`src/rtl/acp_pkg.sv`:
```
// shared types, constants and decode functions of the ascii can command parser
package acp_pkg;

    localparam int LINE_DEPTH = 40;
    localparam int POS_W      = $clog2(LINE_DEPTH + 1);

    localparam int CHAR_W     = 8;
    localparam int RATE_W     = 20;
    localparam int ID_W       = 12;
    localparam int LEN_W      = 4;
    localparam int PAYLOAD_W  = 64;
    localparam int MAX_BYTES  = 8;

    localparam logic [CHAR_W-1:0] CHAR_CR     = 8'h0D;
    localparam logic [CHAR_W-1:0] CHAR_OPEN   = 8'h4F;
    localparam logic [CHAR_W-1:0] CHAR_CLOSE  = 8'h43;
    localparam logic [CHAR_W-1:0] CHAR_SPEED  = 8'h53;
    localparam logic [CHAR_W-1:0] CHAR_TX     = 8'h74;

    localparam logic [POS_W-1:0] POS_CMD        = POS_W'(0);
    localparam logic [POS_W-1:0] POS_ID_LAST    = POS_W'(3);
    localparam logic [POS_W-1:0] POS_LEN        = POS_W'(4);
    localparam logic [POS_W-1:0] POS_DATA_FIRST = POS_W'(5);
    localparam logic [POS_W-1:0] POS_DATA_LAST  = POS_W'(20);
    localparam logic [POS_W-1:0] POS_MAX        = POS_W'(LINE_DEPTH);

    typedef enum logic [1:0] {
        ACT_OPEN     = 2'd0,
        ACT_CLOSE    = 2'd1,
        ACT_SET_RATE = 2'd2,
        ACT_TRANSMIT = 2'd3
    } action_t;

    typedef struct packed {
        logic                   emit;
        action_t                action;
        logic [RATE_W-1:0]      bit_rate;
        logic [ID_W-1:0]        frame_id;
        logic [LEN_W-1:0]       frame_length;
        logic [PAYLOAD_W-1:0]   frame_payload;
    } result_t;

    function automatic logic [3:0] hex_value(input logic [CHAR_W-1:0] c);
        logic [3:0] h;
        h = 4'd0;
        if (c >= 8'h30 && c <= 8'h39)
        begin
            h = c[3:0];
        end
        else if ((c >= 8'h61 && c <= 8'h66) || (c >= 8'h41 && c <= 8'h46))
        begin
            h = c[3:0] + 4'd9;
        end
        return h;
    endfunction

    function automatic logic [RATE_W-1:0] rate_of(input logic [CHAR_W-1:0] c);
        logic [RATE_W-1:0] r;
        case (c)
            8'h30:   r = RATE_W'(10000);
            8'h31:   r = RATE_W'(20000);
            8'h32:   r = RATE_W'(50000);
            8'h33:   r = RATE_W'(100000);
            8'h34:   r = RATE_W'(125000);
            8'h35:   r = RATE_W'(250000);
            8'h36:   r = RATE_W'(500000);
            8'h37:   r = RATE_W'(800000);
            8'h38:   r = RATE_W'(1000000);
            default: r = '0;
        endcase
        return r;
    endfunction

    function automatic logic rate_ok(input logic [CHAR_W-1:0] c);
        return (c >= 8'h30) && (c <= 8'h38);
    endfunction

endpackage

```
`src/rtl/acp_in_if.sv`:
```
// character input channel
interface acp_in_if;
    logic                         valid;
    logic                         ready;
    logic [acp_pkg::CHAR_W-1:0]   rx_char;

    modport source (output valid, output rx_char, input ready);
    modport sink   (input valid, input rx_char, output ready);
endinterface

```
`src/rtl/acp_out_if.sv`:
```
// command result channel
interface acp_out_if;
    logic                           valid;
    logic                           ready;
    logic [1:0]                     action;
    logic [acp_pkg::RATE_W-1:0]     bit_rate;
    logic [acp_pkg::ID_W-1:0]       frame_id;
    logic [acp_pkg::LEN_W-1:0]      frame_length;
    logic [acp_pkg::PAYLOAD_W-1:0]  frame_payload;

    modport source (output valid, output action, output bit_rate, output frame_id,
                    output frame_length, output frame_payload, input ready);
    modport sink   (input valid, input action, input bit_rate, input frame_id,
                    input frame_length, input frame_payload, output ready);
endinterface

```
`src/rtl/ascii_can_command_line_parser_core.sv`:
```
// top level of the ascii can command parser: input register, decoder, result register
// Accepts one character item per clock unless a result stalls, and returns a result
// via the input and result registers after the carriage return ending its line; lines
// that end without a valid command yield no item. Throughput is one character per
// cycle unless a result stalls, set by the single decode stage between the input and
// result registers; a stalled result holds the next character in the input register.
// Commands: O opens and C closes the bus, S with a digit 0 to 8 selects the bit rate,
// t with three id digits, a length digit and data pairs transmits while open.
module ascii_can_command_line_parser_core
(
    input  logic        clk,
    input  logic        rst_n,
    acp_in_if.sink      in_ch,
    acp_out_if.source   out_ch
);

    logic                           in_valid_reg;
    logic [acp_pkg::CHAR_W-1:0]     char_reg;
    logic                           out_valid_reg, out_valid_next;
    acp_pkg::result_t               out_reg;
    acp_pkg::result_t               result;
    logic                           out_free;
    logic                           consume;
    logic                           in_take;

    assign out_free = !out_valid_reg || out_ch.ready;
    assign consume  = in_valid_reg && out_free;
    assign in_take  = in_ch.valid && in_ch.ready;

    assign in_ch.ready = !in_valid_reg || consume;

    acp_line_decoder u_decoder
    (
        .clk     (clk),
        .rst_n   (rst_n),
        .step    (consume),
        .rx_char (char_reg),
        .result  (result)
    );

    always_comb
    begin
        if (consume)
        begin
            out_valid_next = result.emit;
        end
        else if (out_ch.ready)
        begin
            out_valid_next = 1'b0;
        end
        else
        begin
            out_valid_next = out_valid_reg;
        end
    end

    always_ff @(posedge clk or negedge rst_n)
    begin
        if (!rst_n)
        begin
            in_valid_reg  <= 1'b0;
            out_valid_reg <= 1'b0;
        end
        else
        begin
            if (in_ch.ready)
            begin
                in_valid_reg <= in_ch.valid;
            end
            out_valid_reg <= out_valid_next;
        end
    end

    always_ff @(posedge clk)
    begin
        if (in_take)
        begin
            char_reg <= in_ch.rx_char;
        end
        if (consume && result.emit)
        begin
            out_reg <= result;
        end
    end

    assign out_ch.valid         = out_valid_reg;
    assign out_ch.action        = out_reg.action;
    assign out_ch.bit_rate      = out_reg.bit_rate;
    assign out_ch.frame_id      = out_reg.frame_id;
    assign out_ch.frame_length  = out_reg.frame_length;
    assign out_ch.frame_payload = out_reg.frame_payload;

    a_rate_only_for_set: assert property (@(posedge clk) disable iff (!rst_n)
        out_valid_reg && out_reg.action != acp_pkg::ACT_SET_RATE |-> out_reg.bit_rate == '0)
        else $error("bit rate set on a non rate result");

    a_length_limit: assert property (@(posedge clk) disable iff (!rst_n)
        out_valid_reg && out_reg.action == acp_pkg::ACT_TRANSMIT
            |-> out_reg.frame_length <= acp_pkg::LEN_W'(acp_pkg::MAX_BYTES))
        else $error("transmit length above eight");

    a_held_char: assert property (@(posedge clk) disable iff (!rst_n)
        in_valid_reg && !consume |=> in_valid_reg && $stable(char_reg))
        else $error("pending character lost");

    a_silent_item_drains: assert property (@(posedge clk) disable iff (!rst_n)
        consume && !result.emit && out_ch.ready |=> !out_valid_reg)
        else $error("result repeated");

endmodule

```
`src/rtl/acp_line_decoder.sv`:
```
// line state, field decode and command execution for one character per step
module acp_line_decoder
(
    input  logic                         clk,
    input  logic                         rst_n,
    input  logic                         step,
    input  logic [acp_pkg::CHAR_W-1:0]   rx_char,
    output acp_pkg::result_t             result
);

    logic [acp_pkg::POS_W-1:0]      pos_reg,       pos_next;
    logic [acp_pkg::CHAR_W-1:0]     cmd_reg,       cmd_next;
    logic [acp_pkg::ID_W-1:0]       id_reg,        id_next;
    logic [acp_pkg::LEN_W-1:0]      len_reg,       len_next;
    logic [acp_pkg::PAYLOAD_W-1:0]  pay_reg,       pay_next;
    logic                           open_reg,      open_next;
    logic [acp_pkg::CHAR_W-1:0]     rate_char_reg, rate_char_next;

    logic [3:0]                     hex;
    logic [acp_pkg::POS_W-1:0]      pos_adv;
    logic [acp_pkg::POS_W-1:0]      arg_count;
    logic [acp_pkg::POS_W-1:0]      data_off;
    logic [3:0]                     nib_idx;
    logic [acp_pkg::POS_W-1:0]      pairs_raw;
    logic [acp_pkg::LEN_W-1:0]      pairs;
    logic                           is_cr;

    always_comb
    begin
        hex            = acp_pkg::hex_value(rx_char);
        cmd_next       = cmd_reg;
        id_next        = id_reg;
        len_next       = len_reg;
        pay_next       = pay_reg;
        rate_char_next = rate_char_reg;
        open_next      = open_reg;
        pos_adv        = pos_reg;
        data_off       = pos_reg - acp_pkg::POS_DATA_FIRST;
        nib_idx        = {data_off[3:1], ~data_off[0]};
        is_cr          = (rx_char == acp_pkg::CHAR_CR);

        if (pos_reg < acp_pkg::POS_MAX)
        begin
            if (pos_reg == acp_pkg::POS_CMD)
            begin
                cmd_next       = rx_char;
                id_next        = '0;
                len_next       = '0;
                pay_next       = '0;
                rate_char_next = '0;
            end
            else if (pos_reg <= acp_pkg::POS_ID_LAST)
            begin
                case (pos_reg[1:0])
                    2'd1:
                    begin
                        id_next[11:8]  = id_reg[11:8] | hex;
                        rate_char_next = rx_char;
                    end
                    2'd2:    id_next[7:4] = id_reg[7:4] | hex;
                    2'd3:    id_next[3:0] = id_reg[3:0] | hex;
                    default: id_next      = id_reg;
                endcase
            end
            else if (pos_reg == acp_pkg::POS_LEN)
            begin
                len_next = hex;
            end
            else if (pos_reg <= acp_pkg::POS_DATA_LAST)
            begin
                for (int j = 0; j < acp_pkg::PAYLOAD_W / 4; j++)
                begin
                    if (nib_idx == 4'(j))
                    begin
                        pay_next[4*j +: 4] = pay_reg[4*j +: 4] | hex;
                    end
                end
            end
            pos_adv = pos_reg + acp_pkg::POS_W'(1);
        end

        arg_count = (pos_adv >= acp_pkg::POS_W'(2)) ? pos_adv - acp_pkg::POS_W'(2) : '0;
        pairs_raw = (arg_count - acp_pkg::POS_W'(4)) >> 1;
        pairs     = (pairs_raw > acp_pkg::POS_W'(len_next)) ? len_next
                                                            : acp_pkg::LEN_W'(pairs_raw);

        result = '0;
        if (step && is_cr)
        begin
            case (cmd_next)
                acp_pkg::CHAR_OPEN:
                begin
                    if (!open_reg)
                    begin
                        open_next     = 1'b1;
                        result.emit   = 1'b1;
                        result.action = acp_pkg::ACT_OPEN;
                    end
                end
                acp_pkg::CHAR_CLOSE:
                begin
                    if (open_reg)
                    begin
                        open_next     = 1'b0;
                        result.emit   = 1'b1;
                        result.action = acp_pkg::ACT_CLOSE;
                    end
                end
                acp_pkg::CHAR_SPEED:
                begin
                    if (arg_count != '0 && acp_pkg::rate_ok(rate_char_next))
                    begin
                        result.emit     = 1'b1;
                        result.action   = acp_pkg::ACT_SET_RATE;
                        result.bit_rate = acp_pkg::rate_of(rate_char_next);
                    end
                end
                acp_pkg::CHAR_TX:
                begin
                    if (open_reg && arg_count >= acp_pkg::POS_W'(4)
                        && len_next <= acp_pkg::LEN_W'(acp_pkg::MAX_BYTES))
                    begin
                        result.emit         = 1'b1;
                        result.action       = acp_pkg::ACT_TRANSMIT;
                        result.frame_id     = id_next;
                        result.frame_length = len_next;
                        for (int i = 0; i < acp_pkg::MAX_BYTES; i++)
                        begin
                            if (acp_pkg::LEN_W'(i) < pairs)
                            begin
                                result.frame_payload[8*i +: 8] = pay_next[8*i +: 8];
                            end
                        end
                    end
                end
                default:
                begin
                    result = '0;
                end
            endcase
        end

        pos_next = is_cr ? '0 : pos_adv;
    end

    always_ff @(posedge clk or negedge rst_n)
    begin
        if (!rst_n)
        begin
            pos_reg       <= '0;
            cmd_reg       <= '0;
            id_reg        <= '0;
            len_reg       <= '0;
            pay_reg       <= '0;
            open_reg      <= 1'b0;
            rate_char_reg <= '0;
        end
        else if (step)
        begin
            pos_reg       <= pos_next;
            cmd_reg       <= cmd_next;
            id_reg        <= id_next;
            len_reg       <= len_next;
            pay_reg       <= pay_next;
            open_reg      <= open_next;
            rate_char_reg <= rate_char_next;
        end
    end

    a_pos_capped: assert property (@(posedge clk) disable iff (!rst_n)
        pos_reg <= acp_pkg::POS_MAX)
        else $error("line position beyond buffer depth");

    a_emit_on_cr: assert property (@(posedge clk) disable iff (!rst_n)
        result.emit |-> step && rx_char == acp_pkg::CHAR_CR)
        else $error("result without carriage return");

    a_cr_clears_line: assert property (@(posedge clk) disable iff (!rst_n)
        step && rx_char == acp_pkg::CHAR_CR |=> pos_reg == '0)
        else $error("line not cleared after carriage return");

    a_open_toggles_only_on_result: assert property (@(posedge clk) disable iff (!rst_n)
        step && !result.emit |=> $stable(open_reg))
        else $error("bus state changed without result");

endmodule

```
`src/flat_wrapper.sv`:
```
// flat-port wrapper written by rule: the top's interface ports become plain ports
module ascii_can_command_line_parser_core_flat 
  (clk, rst_n, in_ch_valid, in_ch_rx_char, in_ch_ready, out_ch_valid, out_ch_action, out_ch_bit_rate, out_ch_frame_id, out_ch_frame_length, out_ch_frame_payload, out_ch_ready);
  acp_in_if in_ch_i ();
  acp_out_if out_ch_i ();
  input  logic clk;
  input  logic rst_n;
  input wire logic [$bits(in_ch_i.valid)-1:0] in_ch_valid;
  input wire logic [$bits(in_ch_i.rx_char)-1:0] in_ch_rx_char;
  output wire logic [$bits(in_ch_i.ready)-1:0] in_ch_ready;
  output wire logic [$bits(out_ch_i.valid)-1:0] out_ch_valid;
  output wire logic [$bits(out_ch_i.action)-1:0] out_ch_action;
  output wire logic [$bits(out_ch_i.bit_rate)-1:0] out_ch_bit_rate;
  output wire logic [$bits(out_ch_i.frame_id)-1:0] out_ch_frame_id;
  output wire logic [$bits(out_ch_i.frame_length)-1:0] out_ch_frame_length;
  output wire logic [$bits(out_ch_i.frame_payload)-1:0] out_ch_frame_payload;
  input wire logic [$bits(out_ch_i.ready)-1:0] out_ch_ready;
  assign in_ch_i.valid = in_ch_valid;
  assign in_ch_i.rx_char = in_ch_rx_char;
  assign in_ch_ready = in_ch_i.ready;
  assign out_ch_valid = out_ch_i.valid;
  assign out_ch_action = out_ch_i.action;
  assign out_ch_bit_rate = out_ch_i.bit_rate;
  assign out_ch_frame_id = out_ch_i.frame_id;
  assign out_ch_frame_length = out_ch_i.frame_length;
  assign out_ch_frame_payload = out_ch_i.frame_payload;
  assign out_ch_i.ready = out_ch_ready;
  ascii_can_command_line_parser_core u_core (.clk(clk), .rst_n(rst_n), .in_ch(in_ch_i), .out_ch(out_ch_i));
endmodule
```
`config.mk`:
```
export PLATFORM = sky130hd
export DESIGN_NAME = ascii_can_command_line_parser_core_flat
export DESIGN_NICKNAME = d
export VERILOG_FILES = /design/src/rtl/acp_pkg.sv /design/src/rtl/acp_in_if.sv /design/src/rtl/acp_out_if.sv /design/src/rtl/ascii_can_command_line_parser_core.sv /design/src/rtl/acp_line_decoder.sv /design/src/flat_wrapper.sv
export SDC_FILE = /design/constraint.sdc
export NUM_CORES = 1
export LEC_CHECK = 0
export ABC_CLOCK_PERIOD_IN_PS = 11700
export BUFFER_PORTS_ARGS = -buffer_cell sky130_fd_sc_hd__buf_2
export CORE_MARGIN = 3
export CORE_UTILIZATION = 59
export CTS_BUF_LIST = sky130_fd_sc_hd__clkbuf_16
export CTS_CLUSTER_DIAMETER = 40
export DETAILED_ROUTE_END_ITERATION = 10
export GPL_TIMING_DRIVEN = 1
export PLACE_DENSITY = 0.85
export SYNTH_ARGS = -nofsm -noshare
export SYNTH_HDL_FRONTEND = slang
export SYNTH_SLANG_ARGS = --single-unit
export TNS_END_PERCENT = 20
```
`constraint.sdc`:
```
create_clock -name clk -period 11.7 [get_ports clk]
set_input_delay 2.34 -clock clk [delete_from_list [all_inputs] [get_ports clk]]
set_output_delay 2.34 -clock clk [all_outputs]
set_load 0.1 [all_outputs]
```
==> run summary <==
Die X: 137 microns
RSZ-0062 raised after global routing: no
Synth Area in Compound Gates: 0.152
Critical Path Sink Type: register
Vias in the first global route: 7,252
# IOs: 116
CTS Root Cell: clkbuf_16
Final Hold Fails: 0
Syn_area_per_cell: 10.7 sq um
Clock skew: 0.0154 ns
GR Overflow Total: 0
Global-route wire length before repair: 37.7 mm
Worst r2r path cells: 17
# Max-Cap Violations: 0
Sw Ratio: 0.384
Pleak: 4.22 nW
Status: complete, no violations
Non-filler cells in the finished layout: 1,270
Worst r2r dst: u_core.out_ch.frame_payload[53]$_SDFFCE_PN0P_
Vias: 7,812
Final WL: 23.9 mm
Die Height: 137 microns
Antenna violations before repair: 0
Clock Latency Late Sink: 0.51 ns
Type of origin of the critical path: register
Layout cell share with drive strength beyond 1: 0.230
Clock sink count: 212
Total power: 2.55 mW
CP Buf/Inv Count: 3
Area Overhead vs Synth: 14.4%
Ys async rst share: 0.495
Post-DP HPWL: 15.0 mm
Yosys top cell area share: 0.319
Crit share post-route: 0.479
Final-stage net count: 1,062
CTS tree: done
Share of total power in sequential cells: 0.343
Xor/xnor share of the synthesized area: 0.00695
Worst Tran Pin Value: 1.25 ns
Leading register cell type out of synthesis: edfxtp_1
Leading post-synthesis cells by cell area: edfxtp_1 (32%), dfrtp_1 (26%), a21oi_1 (9.0%)
DRT Pass-1 Iters: 6
Cell total after placement: 1,224
Synth cell types: 72
Synth Area in Simple Gates: 0.179
Cell Chain, Critical Path: o21ai_2 -> mux2i_2 -> ha_1 -> a21oi_1 -> inv_1 -> ha_1 -> xnor2_1 -> inv_1 -> ha_1 -> nand3_1 -> o22ai_1 -> o22ai_1 -> inv_1 -> or4_4 -> nand2_8 -> mux2i_4 -> nor3_2
Ant diodes: 0
Setup TNS: 0 ns
Top Family by Delay on Critical Path: compound AO/OA/AOI/OAI gates
R2r setup slk: 6.10 ns
Setup WS post-layout: 6.10 ns
Core footprint: 16,600 sq um
Crit path launch: u_core.u_decoder.pos_reg[3]$_DFFE_PN0P_
Routability cong.: 0.917
Pins Over Slew Limit: 0
Worst r2r src: u_core.u_decoder.pos_reg[3]$_DFFE_PN0P_
Worst EP required: 11.93 ns
Postcts setup bufs: 0
Clock power frac: 0.282
Input/output buffers: 112
Most common library cells after synthesis: a21oi_1 (181), nor2_1 (149), edfxtp_1 (107)
Vias per cell: 6.15
Place WS: 5.93 ns
Fmax: 179 MHz
Clock transition at the registers of the reported paths: 0.06 ns
Hold_buf cts: 0
Crit path DAT: 5.83 ns
1st-iter DRT viols: 715
Highest-delay cell along the critical path: dfrtp_1
Synth Warn #: 0
DIE AREA: 18,700 sq um
Cell with the most instances after synthesis: a21oi_1
Crit path max fanout: 21
Drt wl/cell: 18.8 microns
Number of flops mapped to enable cells by yosys: 107
PD cells: 221 nW/um^2
Critical path class: reg2reg
Adder-Cell Fraction of Synth Area: 0.0236
Final Hold Slack: 0.495 ns
Post-CTS Resized: 0
# H-tree levels: 1
Sw Pwr: 978 uW
DRC: 0
Mux cell area share after synthesis: 0.0273
Largest net degree at the start of global routing: 85
Endpoints failing setup: 0
Min cycle time layout: 5.60 ns
Crit path largest cell delay: 0.63 ns
Synth area leader: edfxtp_1
Initial core utilization: 0.606
GRT Util Overall: 0.255
CTS Buf Count: 25
Pint: 1.57 mW
Post-route ant nets: 0
Clk buf depth: 3
Hold Path Class: reg2reg
Post-synthesis cell count: 941
Synthesized flop and latch total: 212
Combinational Power Share: 0.375
Register area share after synthesis: 0.579
Setup crit end: u_core.out_ch.frame_payload[53]$_SDFFCE_PN0P_
Site Rows: 47
Slew HR: 0.168
Crit path depth: 17
Maximum VDD drop: 0.198 mV
Largest family of logic cells by synthesized area: simple AND/OR/NAND/NOR gates
Synthesized cell area: 10,100 sq um
[worst register-to-register path, stage by stage, from the launching register on]
cell and delay, ns:
dfrtp_1 0.63, o21ai_2 0.43, mux2i_2 0.47, ha_1 0.35, a21oi_1 0.30, inv_1 0.14
ha_1 0.23, xnor2_1 0.39, inv_1 0.17, ha_1 0.34, nand3_1 0.11, o22ai_1 0.09
o22ai_1 0.22, inv_1 0.07, or4_4 0.59, nand2_8 0.18, mux2i_4 0.51, nor3_2 0.10
[per-stage QoR]
step,instance area (sq um),util
after floorplan,10100,-
after global placement,10700,0.646
after detailed placement,10700,0.646
after CTS,11500,0.693
after global routing,11500,0.693
final,11500,0.693
[cell families (layout without fill, tap and decap cells)]
family,Yosys count,after routing
flip-flops,212,212
adder cells (fa/ha/maj),19,19
other,1,3
XOR/XNOR,8,8
multiplexers,21,21
AO/OA/AOI/OAI,265,265
AND/OR/NAND/NOR,345,345
buffers and inverters,70,177
[cell usage in the layout (no fill, tap or decap), types with 17 or more instances in the layout]
cell | netlist | layout
a21oi_1 | 181 | 181
nor2_1 | 149 | 147
buf_2 | 9 | 111
edfxtp_1 | 107 | 107
dfrtp_1 | 105 | 105
nand2_1 | 49 | 49
nor3_2 | 32 | 32
clkbuf_16 | 0 | 27
o21ai_0 | 24 | 24
nand3_1 | 21 | 21
ha_1 | 19 | 19
inv_1 | 14 | 18
nor2_2 | 16 | 18
nor3_1 | 19 | 17
[worst min path at each step]
stage	cells past startpoint	to	start
after global routing	1	u_core.u_decoder.cmd_reg[6]$_DFFE_PN0P_	u_core.u_decoder.cmd_reg[6]$_DFFE_PN0P_
after global placement	2	u_core.u_decoder.len_reg[3]$_DFFE_PN0P_	u_core.u_decoder.len_reg[3]$_DFFE_PN0P_
final	2	u_core.u_decoder.pay_reg[16]$_DFFE_PN0P_	u_core.u_decoder.pay_reg[16]$_DFFE_PN0P_
after CTS	2	u_core.u_decoder.len_reg[3]$_DFFE_PN0P_	u_core.u_decoder.len_reg[3]$_DFFE_PN0P_
after floorplan	2	u_core.u_decoder.len_reg[3]$_DFFE_PN0P_	u_core.u_decoder.len_reg[3]$_DFFE_PN0P_
after detailed placement	2	u_core.u_decoder.len_reg[3]$_DFFE_PN0P_	u_core.u_decoder.len_reg[3]$_DFFE_PN0P_
[layout make-up]
type	instances	area (sq um)
clock buffer	27	676
clock inverter	19	108
fill	1213	5110
inverter	15	56.3
multi-input combinational	661	3980
sequential	212	5840
tap	220	275
timing repair buffer	116	593
[power groups by stage]
stage | logic (mW) | registers [mW] | clock network [mW]
3_5_place_dp | 0.933 | 0.884 | 0
6_report | 0.955 | 0.873 | 0.718
3_3_place_gp | 0.909 | 0.881 | 0
4_1_cts | 0.945 | 0.870 | 0.726
2_1_floorplan | 0.812 | 0.851 | 0
5_1_grt | 1.04 | 0.879 | 0.759
[layer usage]
layer  track usage  wire length (microns)  share of wire  vias to the layer above
met5             0                      0              0                        -
met4        0.0918                    710          0.030                        0
met3        0.0287                   1900          0.080                       59
met2         0.420                  11600           0.49                      394
met1         0.355                   9620           0.40                     3789
li1              -                      -              -                     3570
Note: power is estimated with default switching activity, not from simulation.
